--- src/isr_pkg.sv ---
// Shared constants and controller-to-datapath types for the integer square root block.
package isr_pkg;

    localparam int RADICAND_W           = 64;
    localparam int ROOT_W               = 32;
    localparam int RADICAND_BITS_DEFAULT = 64;

    typedef struct packed {
        logic load;
        logic step;
        logic publish;
    } isr_cmd_t;

endpackage

--- src/isr_in_if.sv ---
// Input channel: one radicand per transaction.
interface isr_in_if;
    import isr_pkg::*;

    logic                  valid;
    logic                  ready;
    logic [RADICAND_W-1:0] radicand;

    modport source (output valid, output radicand, input ready);
    modport sink   (input valid, input radicand, output ready);
endinterface

--- src/isr_out_if.sv ---
// Output channel: one root and exactness flag per transaction.
interface isr_out_if;
    import isr_pkg::*;

    logic              valid;
    logic              ready;
    logic [ROOT_W-1:0] root;
    logic              is_exact;

    modport source (output valid, output root, output is_exact, input ready);
    modport sink   (input valid, input root, input is_exact, output ready);
endinterface

--- src/isr_ctrl.sv ---
// Sequencing FSM: accepts a radicand, counts the root-bit steps, publishes the result.
module isr_ctrl #(
    parameter int STEPS = 32
) (
    input  logic             clk,
    input  logic             rst_n,
    input  logic             in_valid,
    output logic             in_ready,
    output logic             out_valid,
    input  logic             out_ready,
    output isr_pkg::isr_cmd_t cmd
);
    import isr_pkg::*;

    localparam int CNT_W = (STEPS > 1) ? $clog2(STEPS) : 1;
    localparam logic [CNT_W-1:0] CNT_LAST = CNT_W'(STEPS - 1);

    typedef enum logic [1:0] {
        S_IDLE = 2'b01,
        S_RUN  = 2'b10
    } state_t;

    state_t           state_reg, state_next;
    logic [CNT_W-1:0] cnt_reg, cnt_next;
    logic             out_valid_reg, out_valid_next;
    logic             slot_free;
    logic             last;

    assign slot_free = !out_valid_reg || out_ready;
    assign last      = (cnt_reg == CNT_LAST);
    assign in_ready  = (state_reg == S_IDLE);
    assign out_valid = out_valid_reg;

    always_comb
    begin
        state_next     = state_reg;
        cnt_next       = cnt_reg;
        out_valid_next = out_valid_reg && !out_ready;
        cmd            = '0;
        unique case (state_reg)
            S_IDLE:
            begin
                if (in_valid)
                begin
                    cmd.load   = 1'b1;
                    cnt_next   = '0;
                    state_next = S_RUN;
                end
            end
            S_RUN:
            begin
                if (!last)
                begin
                    cmd.step = 1'b1;
                    cnt_next = cnt_reg + 1'b1;
                end
                else if (slot_free)
                begin
                    cmd.step       = 1'b1;
                    cmd.publish    = 1'b1;
                    out_valid_next = 1'b1;
                    state_next     = S_IDLE;
                end
            end
            default:
            begin
                state_next = S_IDLE;
            end
        endcase
    end

    always_ff @(posedge clk or negedge rst_n)
    begin
        if (!rst_n)
        begin
            state_reg     <= S_IDLE;
            cnt_reg       <= '0;
            out_valid_reg <= 1'b0;
        end
        else
        begin
            state_reg     <= state_next;
            cnt_reg       <= cnt_next;
            out_valid_reg <= out_valid_next;
        end
    end

    // Never overwrite a result that has not been taken.
    a_publish_free: assert property (@(posedge clk) disable iff (!rst_n)
        cmd.publish |-> (!out_valid_reg || out_ready))
        else $error("publish while output slot busy");

    // A load always starts a fresh step count.
    a_load_starts: assert property (@(posedge clk) disable iff (!rst_n)
        cmd.load |=> (state_reg == S_RUN) && (cnt_reg == '0))
        else $error("load did not start run");

    // Publish only on the final step.
    a_publish_last: assert property (@(posedge clk) disable iff (!rst_n)
        cmd.publish |-> (state_reg == S_RUN) && last && cmd.step)
        else $error("publish before last step");

    // Step counter stays within the step range.
    a_cnt_range: assert property (@(posedge clk) disable iff (!rst_n)
        cnt_reg <= CNT_LAST)
        else $error("step counter out of range");
endmodule

--- src/isr_dpath.sv ---
// Restoring radix-2 square root datapath, one root bit per step, with output register.
module isr_dpath #(
    parameter int RADICAND_BITS = 64
) (
    input  logic                           clk,
    input  logic                           rst_n,
    input  isr_pkg::isr_cmd_t              cmd,
    input  logic [isr_pkg::RADICAND_W-1:0] radicand,
    output logic [isr_pkg::ROOT_W-1:0]     root,
    output logic                           is_exact
);
    import isr_pkg::*;

    localparam int STEPS = (RADICAND_BITS + 1) / 2;
    localparam int W     = 2 * STEPS;
    localparam logic [W-1:0] BIT_INIT = W'(1) << (W - 2);

    logic [W-1:0]      rem_reg, rem_next;
    logic [W-1:0]      acc_reg, acc_next;
    logic [W-1:0]      bit_reg, bit_next;
    logic [W-1:0]      trial;
    logic [W-1:0]      rad_w;
    logic              ge;
    logic [ROOT_W-1:0] root_reg;
    logic              exact_reg;

    assign rad_w = W'(radicand[RADICAND_BITS-1:0]);
    assign trial = acc_reg + bit_reg;
    assign ge    = (rem_reg >= trial);

    always_comb
    begin
        rem_next = rem_reg;
        acc_next = acc_reg;
        bit_next = bit_reg;
        if (cmd.load)
        begin
            rem_next = rad_w;
            acc_next = '0;
            bit_next = BIT_INIT;
        end
        else if (cmd.step)
        begin
            rem_next = ge ? (rem_reg - trial) : rem_reg;
            acc_next = ge ? ((acc_reg >> 1) + bit_reg) : (acc_reg >> 1);
            bit_next = bit_reg >> 2;
        end
    end

    always_ff @(posedge clk)
    begin
        rem_reg <= rem_next;
        acc_reg <= acc_next;
        bit_reg <= bit_next;
        if (cmd.publish)
        begin
            root_reg  <= ROOT_W'(acc_next[STEPS-1:0]);
            exact_reg <= (rem_next == '0);
        end
    end

    assign root     = root_reg;
    assign is_exact = exact_reg;

    // The trial bit walks down as a single set bit.
    a_bit_onehot: assert property (@(posedge clk) disable iff (!rst_n)
        $past(cmd.load) |-> $onehot(bit_reg))
        else $error("trial bit not one-hot after load");

    // Partial root never exceeds the step span after publish.
    a_root_span: assert property (@(posedge clk) disable iff (!rst_n)
        cmd.publish |=> (acc_reg >> STEPS) == '0)
        else $error("root wider than step count");
endmodule

--- src/integer_square_root_64.sv ---
// Top level of the 64-bit floor integer square root block.
//
//  channel   role   payload               transaction
//  operand   sink   radicand[63:0]        valid && ready
//  result    source root[31:0], is_exact  valid && ready
//
// Each root bit is resolved by the single shared add/compare/subtract unit,
// one root bit per cycle while running; the final step waits until the
// result slot is free.
// Reset is asynchronous active low and clears only the FSM and output valid.
// A stalled result holds the final step; operand is taken once the FSM is idle.
module integer_square_root_64 #(
    parameter int RADICAND_BITS = isr_pkg::RADICAND_BITS_DEFAULT
) (
    input logic     clk,
    input logic     rst_n,
    isr_in_if.sink  operand,
    isr_out_if.source result
);
    import isr_pkg::*;

    localparam int STEPS = (RADICAND_BITS + 1) / 2;

    isr_cmd_t cmd;

    isr_ctrl #(
        .STEPS (STEPS)
    ) u_ctrl (
        .clk       (clk),
        .rst_n     (rst_n),
        .in_valid  (operand.valid),
        .in_ready  (operand.ready),
        .out_valid (result.valid),
        .out_ready (result.ready),
        .cmd       (cmd)
    );

    isr_dpath #(
        .RADICAND_BITS (RADICAND_BITS)
    ) u_dpath (
        .clk      (clk),
        .rst_n    (rst_n),
        .cmd      (cmd),
        .radicand (operand.radicand),
        .root     (result.root),
        .is_exact (result.is_exact)
    );
endmodule

--- src/flat_wrapper.sv ---
// flat-port wrapper written by rule: the top's interface ports become plain ports
module integer_square_root_64_flat import isr_pkg::*;
#(
    parameter int RADICAND_BITS = isr_pkg::RADICAND_BITS_DEFAULT
)
  (clk, rst_n, operand_valid, operand_radicand, operand_ready, result_valid, result_root, result_is_exact, result_ready);
  isr_in_if operand_i ();
  isr_out_if result_i ();
  input logic clk;
  input logic rst_n;
  input wire logic [$bits(operand_i.valid)-1:0] operand_valid;
  input wire logic [$bits(operand_i.radicand)-1:0] operand_radicand;
  output wire logic [$bits(operand_i.ready)-1:0] operand_ready;
  output wire logic [$bits(result_i.valid)-1:0] result_valid;
  output wire logic [$bits(result_i.root)-1:0] result_root;
  output wire logic [$bits(result_i.is_exact)-1:0] result_is_exact;
  input wire logic [$bits(result_i.ready)-1:0] result_ready;
  assign operand_i.valid = operand_valid;
  assign operand_i.radicand = operand_radicand;
  assign operand_ready = operand_i.ready;
  assign result_valid = result_i.valid;
  assign result_root = result_i.root;
  assign result_is_exact = result_i.is_exact;
  assign result_i.ready = result_ready;
  integer_square_root_64 #(.RADICAND_BITS(RADICAND_BITS)) u_core (.clk(clk), .rst_n(rst_n), .operand(operand_i), .result(result_i));
endmodule
--- config.mk ---
export PLATFORM = sky130hd
export DESIGN_NAME = integer_square_root_64_flat
export DESIGN_NICKNAME = d
export VERILOG_FILES = /design/src/isr_pkg.sv /design/src/isr_in_if.sv /design/src/isr_out_if.sv /design/src/isr_ctrl.sv /design/src/isr_dpath.sv /design/src/integer_square_root_64.sv /design/src/flat_wrapper.sv
export SDC_FILE = /design/constraint.sdc
export NUM_CORES = 1
export LEC_CHECK = 0
export ABC_AREA = 0
export BUFFER_PORTS_ARGS = -buffer_cell sky130_fd_sc_hd__buf_2
export CORE_MARGIN = 8
export CORE_UTILIZATION = 45
export CTS_CLUSTER_SIZE = 30
export DETAILED_ROUTE_END_ITERATION = 6
export PLACE_DENSITY_LB_ADDON = 0.05
export SKIP_LAST_GASP = 1
export SLEW_MARGIN = 20
export SYNTH_ARGS = -nofsm -noshare
export SYNTH_HDL_FRONTEND = slang
export SYNTH_SLANG_ARGS = --single-unit
--- constraint.sdc ---
create_clock -name clk -period 23.6 [get_ports clk]
set_clock_uncertainty 0.2 [all_clocks]
set_input_delay 2.36 -clock clk [delete_from_list [all_inputs] [get_ports clk]]
set_output_delay 2.36 -clock clk [all_outputs]
set_load 0.005 [all_outputs]
## After elaboration in Yosys (flattened, before gate mapping)

Index checks and enable logic that the tools add are counted.

- Output and inout port bits: 35
- RAM bits: 0
- ROM bits: 0
- Bits of input ports: 68
- Memories kept: 0
- Logic and storage cells: 51
- Bits in registers: 201
- Latch bits: 0

- Shift-type cells: 0
- Div/mod/pow operators: 0
- Reduce and logical (&&, ||, !) cells: 8
- $add $sub $neg: 4
- Multiplexer cells: 22
- Multipliers: 0
- Bitwise operators: 0
- Equal/unequal tests: 7
- Order comparisons: 1

Operators by type and width:

| cell | count |
|---|---|
| $mux W64 | 4 |
| $add A63 B63 Y64 | 1 |
| $add A64 B63 Y64 | 1 |
| $ge A64 B64 Y1 | 1 |
| $logic_not A64 Y1 | 1 |
| $mux W32 | 2 |
| $sub A64 B64 Y64 | 1 |
| $mux W2 | 5 |
| $mux W5 | 2 |
| $pmux W5 S2 | 1 |
| $ne A2 B2 Y1 const B | 4 |
| $mux W1 | 7 |
| $reduce_and A3 Y1 | 2 |
| $add A5 B1 Y5 const B | 1 |
| $eq A5 B5 Y1 const B | 1 |
| $pmux W2 S2 | 1 |
| $eq A2 B1 Y1 const B | 1 |
| $eq A2 B2 Y1 const B | 1 |
| $logic_not A1 Y1 | 2 |
| $reduce_bool A2 Y1 | 1 |
| $logic_and A1 B1 Y1 | 1 |
| $logic_or A1 B1 Y1 | 1 |

## Depth between registers and ports, before layout

Gate-level depths: netlist of the first run.

- Depth after elaboration: 8
- Depth in mapped cells: 35

## Hierarchy

From an unflattened synthesis of the first run, not the netlist that was laid out.

- Cells, all modules: 2,141
- Area total of the unflattened synthesis: 16,766.1 µm²

Modules (own cells, without submodules):

| module | sequential area each (µm²) | area each (µm²) | instances | cells each |
|---|---|---|---|---|
| isr_dpath | 4,194.0 | 16,310.6 | 1 | 2,096 |
| isr_ctrl | 201.4 | 455.4 | 1 | 45 |

## Least setup slack after synthesis of the first run

No wires, ideal clock.

- Kind: reg2reg
- Start: reg u_core.u_dpath.acc_reg[24]
- End: reg u_core.u_dpath.exact_reg, in the netlist u_core.u_dpath.is_exact, data pin
- Clock period less this slack: 7,436 ps
- Stages on the path, launching flop included: 29
- Data arrival time: 7,086 ps
- Buffers on the path: 1
- Slack: 16,164 ps
- Setup time: 150 ps
- Path through: dfxtp_1 > ha_1 > nand2_1 > or4_1 > nor3_1 > a21oi_1 > o41ai_1 > a31o_1 > a31oi_1 > o21bai_1 > o21ai_1 > o31ai_1 > nor2b_1 > o21ai_0 > xor2_1 > ha_1 > buf_2 > nand4_2 > or4_4 > or4_4 > o21bai_1 > a21oi_2 > mux2i_1 > a21oi_1 > or4b_1 > or4_1 > nor3_1 > nand4b_1 > nor3_2

- Cells in the longest elaborated chain, start to end: 6

Ends and longest elaborated chain:

| element | RTL line | RTL |
|---|---|---|
| start: declaration | isr_dpath.sv:19 | `logic [W-1:0] acc_reg, acc_next;` |
| start signal: assignment | isr_dpath.sv:53 | `acc_reg <= acc_next;` |
| $add A64 B63 Y64 * | isr_dpath.sv:28 | `assign trial = acc_reg + bit_reg;` |
| $sub A64 B64 Y64 or $ge A64 B64 Y1 (tied branches) | isr_dpath.sv:44, isr_dpath.sv:29 |  |
| $mux W64 * | isr_dpath.sv:44 | `rem_next = ge ? (rem_reg - trial) : rem_reg;` |
| $mux W64 * | isr_dpath.sv:42 | `else if (cmd.step)` |
| $mux W64 * | isr_dpath.sv:36 | `if (cmd.load)` |
| named net u_core.u_dpath.rem_next[30] | isr_dpath.sv:18 | `logic [W-1:0] rem_reg, rem_next;` |
| $logic_not A64 Y1 * | isr_dpath.sv:58 | `exact_reg <= (rem_next == '0);` |
| end signal: assignment | isr_dpath.sv:58 |  |
| end: declaration | isr_dpath.sv:25 | `logic exact_reg;` |

The timed path passes the listed nets; every way through them passes the cells marked *.
A chain may end at the register's enable or synchronous reset.

## Worst setup path in the final report of the first run

Same ends and word-level chain as after synthesis.

==> results of run 1 <==
## cells in the mapped netlist, drive strengths merged (6+ instances only)
cell    count
o221ai      9
dfxtp     160
nand2b     14
edfxtp     33
a21o       28
nand2     279
or3        16
and2        9
nor3       24
a31o       16
o21bai     31
o21ai     149
nor2b      20
xnor2      60
or2         9
a221oi     13
a221o       8
nor4       12
nor2      218
clkbuf     87
o31ai      12
xor2       77
a311oi     17
mux2i      14
o211ai     22
a31oi      66
inv        39
or4        11
buf        14
a211oi     35
nand4      31
nand3      43
a21oi     199
dfrtp       7
o22ai       8
and3       38
ha        132
o21a       16
a22oi       6
## worst min-delay path: stages, from the launching register on
cell and delay, ps:
dfxtp_1 330, nand2_1 60, a21oi_1 60
## cell families (layout without fill, tap and decap cells)
group	Yosys count	in the layout	share of synthesized area, %
simple gates	737	737	21.5
compound gates	681	681	27.7
flops	201	201	28.1
buf+inv	140	202	3.49
xor+xnor	137	137	7.68
fa+ha+maj	133	133	10.7
mux	14	14	0.896
## path summary, 6_finish.rpt
check                                                 from                         end  slack, ps  cells past startpoint
worst max-delay path            u_core.u_dpath.acc_reg[24]     u_core.u_dpath.is_exact      14650                     29
min in group asynchronous                            rst_n     u_core.u_ctrl.out_valid       1450                      1
worst min-delay path             u_core.u_dpath.bit_reg[0]   u_core.u_dpath.bit_reg[0]        290                      2
max in group asynchronous                            rst_n  u_core.u_ctrl.state_reg[0]      21520                      1
worst min register to register   u_core.u_dpath.bit_reg[0]   u_core.u_dpath.bit_reg[0]        290                      2
worst max register to register  u_core.u_dpath.acc_reg[24]     u_core.u_dpath.is_exact      14650                     29
## per-stage QoR
stage,total power (W),cell area [um^2]
6_report,0.00293,17400
5_1_grt,0.00317,17400
4_1_cts,0.00291,17400
3_5_place_dp,0.00245,16500
3_3_place_gp,0.00245,16500
2_1_floorplan,0.00197,15600
## layer usage
layer  part of all wire, %  vias to the layer above  GRT usage (%)
li1                      -                     7625              -
met3                   7.4                       59           4.59
met4                   2.2                        0           6.45
met5                     0                        -              0
met1                    50                     7251           35.5
met2                    40                      479           33.3
## power by group through the flow
stage          Sequential, W  Combinational, W  Clock, W
2_1_floorplan       0.000561           0.00141         0
3_3_place_gp        0.000623           0.00183         0
3_5_place_dp        0.000623           0.00183         0
4_1_cts             0.000617           0.00184  0.000446
5_1_grt             0.000638           0.00207  0.000457
6_report            0.000622           0.00187  0.000437
## cell type report
type                            instances  area, um^2  area share (%)
Clock buffer                           31         699            4.02
Clock inverter                         15         225            1.29
Inverter                               39         146           0.841
Multi-Input combinational cell       1702       10700            61.6
Sequential cell                       201        4400            25.2
Tap cell                              455         569            3.27
Timing Repair Buffer                  117         643            3.69
==> metrics, run 1 <==
status completed; Slew @ Worst Pin 860 ps; PwrDens 168 nW/um^2; ys async rst share 3.98%; period utilization 37.9%; antenna cells 0; Crit-path slowest cell or4_4; Clock power frac 14.9%; post-synthesis cell area 15,600 um^2; vias per cell 6.02; worst-skew pair later-pin latency 560 ps; total grt overflow 0; most common cell after layout, fill and taps aside nand2_1; num ports 103; port bufs 102; Final Hold Fails 0; Clock Sinks 201; GPL Wtd Cong 0.983; setup violators final 0; row count 68; Sw Ratio 51.4%; worst hold margin 290 ps; P_leak 6.90 nW; final setup TNS 0 ps; Die X 202 um; initial antenna violation count 0; non-filler cells, final 2,560; largest net degree at the start of global routing 66; first-pass GRT wire length 79.1 mm; critical path class flop to flop; TritonCTS buffer count 25; Max Clk Rate 0.112 GHz; Cell variety after synth 85; count of hold-fix buffers inserted at cts 0; Final HPWL DP 37.2 mm; Main synth FF type dfxtp_1; Ys Warns 0; Seq/Total Area, Yosys 28.1%; final net count 2,287; Avg Cell Area, Syn 7.65 um^2; Max H-tree Level 1; CTS clock-pin slew for the worst setup and hold paths 70 ps; max cap viols 0; die area 41,000 um^2; Detailed Routing Iterations Pass 1 6; Gate Count Post-Synth 2,043; starting density of the core 45.5%; placed cells 2,513; EDFF count, synth 33; Crit. End Element flop; GRT Resource Usage Total 23.6%; core area 34,400 um^2; Yosys top cell by area dfxtp_1; Post-CTS Setup Bufs 0; Die Height 202 um; critical path buffer and inverter count 1; crit-path max FO 58; Slew Viols, Final 0; layout cells sized above 1 9.60%; initial DRC count 1,395; NetSw 0.00150 W; Hold WC Path Type flop to flop; most used cell, CP or4_1; Fillers 3,432; Area Overhead vs Synth 11.4%; deepest clock path buffer count 3; max incr delay on CP 600 ps; drt wl/cell 19.7 um; CTS tree yes; Routed WL 50.5 mm; net count after synthesis 2,244; Max VDD drop 80.9 uV; #FFs+latches synth 201; final core occ 50.7%; startpoint types flop; Int Power 0.00142 W; Synth top area share 20.5%; top cells by area, synth dfxtp_1 (20%), ha_1 (11%), nand2_1 (6.7%); combinational cell fraction of total power 63.8%; vias in the first global route 14.4k; Post-CTS Resized 0; vias post-DR 15.4k; Final Critical Period 8950 ps; CP Data Arrival Time 9160 ps; RSZ-0062 raised after global routing false; Residual DRC 0; Placement Setup Slack 14,680 ps; final worst-path setup slack 14,650 ps; Root Driver clkbuf_16; commonest non-fill, non-tap cells in the layout nand2_1 (278), nor2_1 (214), a21oi_1 (197); Post-DRT Antenna Nets 0; delay-heaviest family, CP simple AND/OR/NAND/NOR gates; Seq pwr share 21.3%; Worst slew margin 42.5%; WP data required 23,800 ps
(Power assumes the default switching activity.)
==> inputs of run 2 (changes only) <==
Clock period 23.6 ns to 8 ns, I/O delays scaled along.
==> metrics, run 2 (synthesis results as in run 1) <==
Post-DRT Antenna Nets 0 (unchanged); max cap viols 0 (unchanged); worst-skew pair later-pin latency 540 ps (-20 ps); Die X 202 um (unchanged); Max H-tree Level 1 (unchanged); CP Data Arrival Time 7980 ps (-1180 ps); final net count 2,340 (+2.3%); vias per cell 5.94 (-1.4%); combinational cell fraction of total power 66.2% (+2.4 points); CTS tree yes; Worst slew margin 39.3% (-3.2 points); Slew @ Worst Pin 908 ps (+48.4 ps); multi-input logic area 11,000 um^2 (+2.2%); Fillers 3,370 (-1.8%); TritonCTS buffer count 25 (unchanged); Detailed Routing Iterations Pass 1 5 (-1); core area 34,400 um^2 (unchanged); deepest clock path buffer count 3 (unchanged); Residual DRC 0 (unchanged); max incr delay on CP 580 ps (-20 ps); Area after DPL 16,800 um^2 (+2.0%); GPL Wtd Cong 0.950 (-3.3%); sequential cell area 4410 um^2 (+0.23%); Routed WL 51.3 mm (+1.5%); status completed; layout cells sized above 1 13.2% (+3.6 points); setup violators final 0 (unchanged); antenna cells 0 (unchanged); Final Critical Period 7790 ps (-1160 ps); post-layout instance area 18,000 um^2 (+3.4%); Crit. End Element flop; Clock Sinks 201 (unchanged); Seq pwr share 20.5% (-0.8 points); period utilization 97.4% (+59 points); crit-path max FO 7 (-88%); Max Clk Rate 0.128 GHz (+15%); P_leak 7.18 nW (+4.0%); commonest non-fill, non-tap cells in the layout nand2_1 (276), nor2_1 (212), a21oi_1 (195); Crit-path slowest cell or4_4; Final Hold Fails 0 (unchanged); initial antenna violation count 1 (+1); port bufs 102 (unchanged); PwrDens 485 nW/um^2 (+190%); NetSw 0.00446 W (+200%); Tot Pwr 0.00874 W (+200%); GRT Resource Usage Total 23.7% (+0.14 points); starting density of the core 45.5% (unchanged); WP data required 8190 ps (-15,610 ps); row count 68 (unchanged); most common cell after layout, fill and taps aside nand2_1; Clock power frac 13.3% (-1.6 points); drt wl/cell 19.6 um (-0.47%); most used cell, CP or4_4; total grt overflow 0 (unchanged); Slew Viols, Final 0 (unchanged); CTS clock-pin slew for the worst setup and hold paths 60 ps (about the same); num ports 103 (unchanged); die area 41,000 um^2 (unchanged); Sw Ratio 51.0% (-0.40 points); Int Power 0.00428 W (+200%); initial DRC count 1,273 (-8.7%); vias post-DR 15.5k (+0.60%); first-pass GRT wire length 79.8 mm (+0.91%); Max VDD drop 306 uV (+280%); startpoint types flop; Area Overhead vs Synth 15.2%; largest net degree at the start of global routing 126 (+91%); Hold WC Path Type flop to flop; Die Height 202 um (unchanged); non-filler cells, final 2,612 (+2.0%); placed cells 2,552 (+1.6%); Final HPWL DP 37.9 mm (+1.9%); critical path class flop to flop; vias in the first global route 14.3k (-0.084%); Root Driver clkbuf_16
-- run 2: power by group through the flow --
| stage | combinational, W | sequential (W) | clock (W) |
|---|---|---|---|
| after detailed placement | 0.00562 | 0.00179 | 0 |
| after floorplan | 0.00416 | 0.00165 | 0 |
| after global placement | 0.00561 | 0.00179 | 0 |
| after global routing | 0.00640 | 0.00183 | 0.00123 |
| final | 0.00579 | 0.00179 | 0.00116 |
| after CTS | 0.00565 | 0.00177 | 0.00119 |
-- run 2: critical path, delay by kind of cell, from the launching register on --
| kind | cells | cell delay [ps] |
|---|---|---|
| xor gates and xnor gates | 1 | 90 |
| adders and majority gates | 2 | 590 |
| and+or+nand+nor | 15 | 3970 |
| buffers and inverters | 3 | 430 |
| AOI/OAI and AO/OA | 12 | 2020 |
| DFF | 1 | 330 |
-- run 2: what timing repair did --
action	in CTS	in global routing
resized for setup	5	43
hold endpoints to repair	7	0
gates cloned	0	2
buffers inserted	0	11
hold buffers	1	0
pin swaps	0	25
setup endpoints to repair	1	1
-- run 2: final cells by class --
cell class | count | share of cell area [%]
Multi-Input combinational cell | 1703 | 60.9
Sequential cell | 201 | 24.5
Clock inverter | 6 | 0.597
Timing Repair Buffer | 169 | 6.09
Tap cell | 455 | 3.16
Clock buffer | 39 | 3.99
Inverter | 39 | 0.813
-- run 2: path summary, 6_finish.rpt --
check / start / end / slack (ps) / depth (start not counted)
setup / recovery: u_core.u_dpath.acc_reg[24] / u_core.u_dpath.is_exact / 210 / 33
hold reg to reg: u_core.u_dpath.rem_reg[9] / u_core.u_dpath.rem_reg[9] / 270 / 2
max in group asynchronous: rst_n / u_core.u_ctrl.state_reg[0] / 6920 / 2
setup reg to reg: u_core.u_dpath.acc_reg[24] / u_core.u_dpath.is_exact / 210 / 33
hold / removal: u_core.u_dpath.rem_reg[9] / u_core.u_dpath.rem_reg[9] / 270 / 2
min in group asynchronous: rst_n / u_core.u_ctrl.state_reg[1] / 450 / 2
-- run 2: per-layer routing --
layer  routed length (um)  track usage [%]  vias to the layer above  share of wire (%)
met5                   14                0                        -              0.027
met4                 1140             5.28                        2                2.2
met3                 3420             3.52                       65                6.7
met2                20900             34.1                      488                 41
met1                25900             36.4                     7224                 50
li1                     -                -                     7727                  -
-- run 2: metrics by stage --
stage	setup slack (ps)	setup TNS [ps]	utilization, %	hold slack, ps
global route	-52.9	-52.9	52.4	286
floorplan	564	0	-	240
detailed placement	-250	-250	48.9	264
CTS	6.75	0	51.4	256
global placement	-37.8	-37.8	48.9	269
finish	208	0	52.4	274
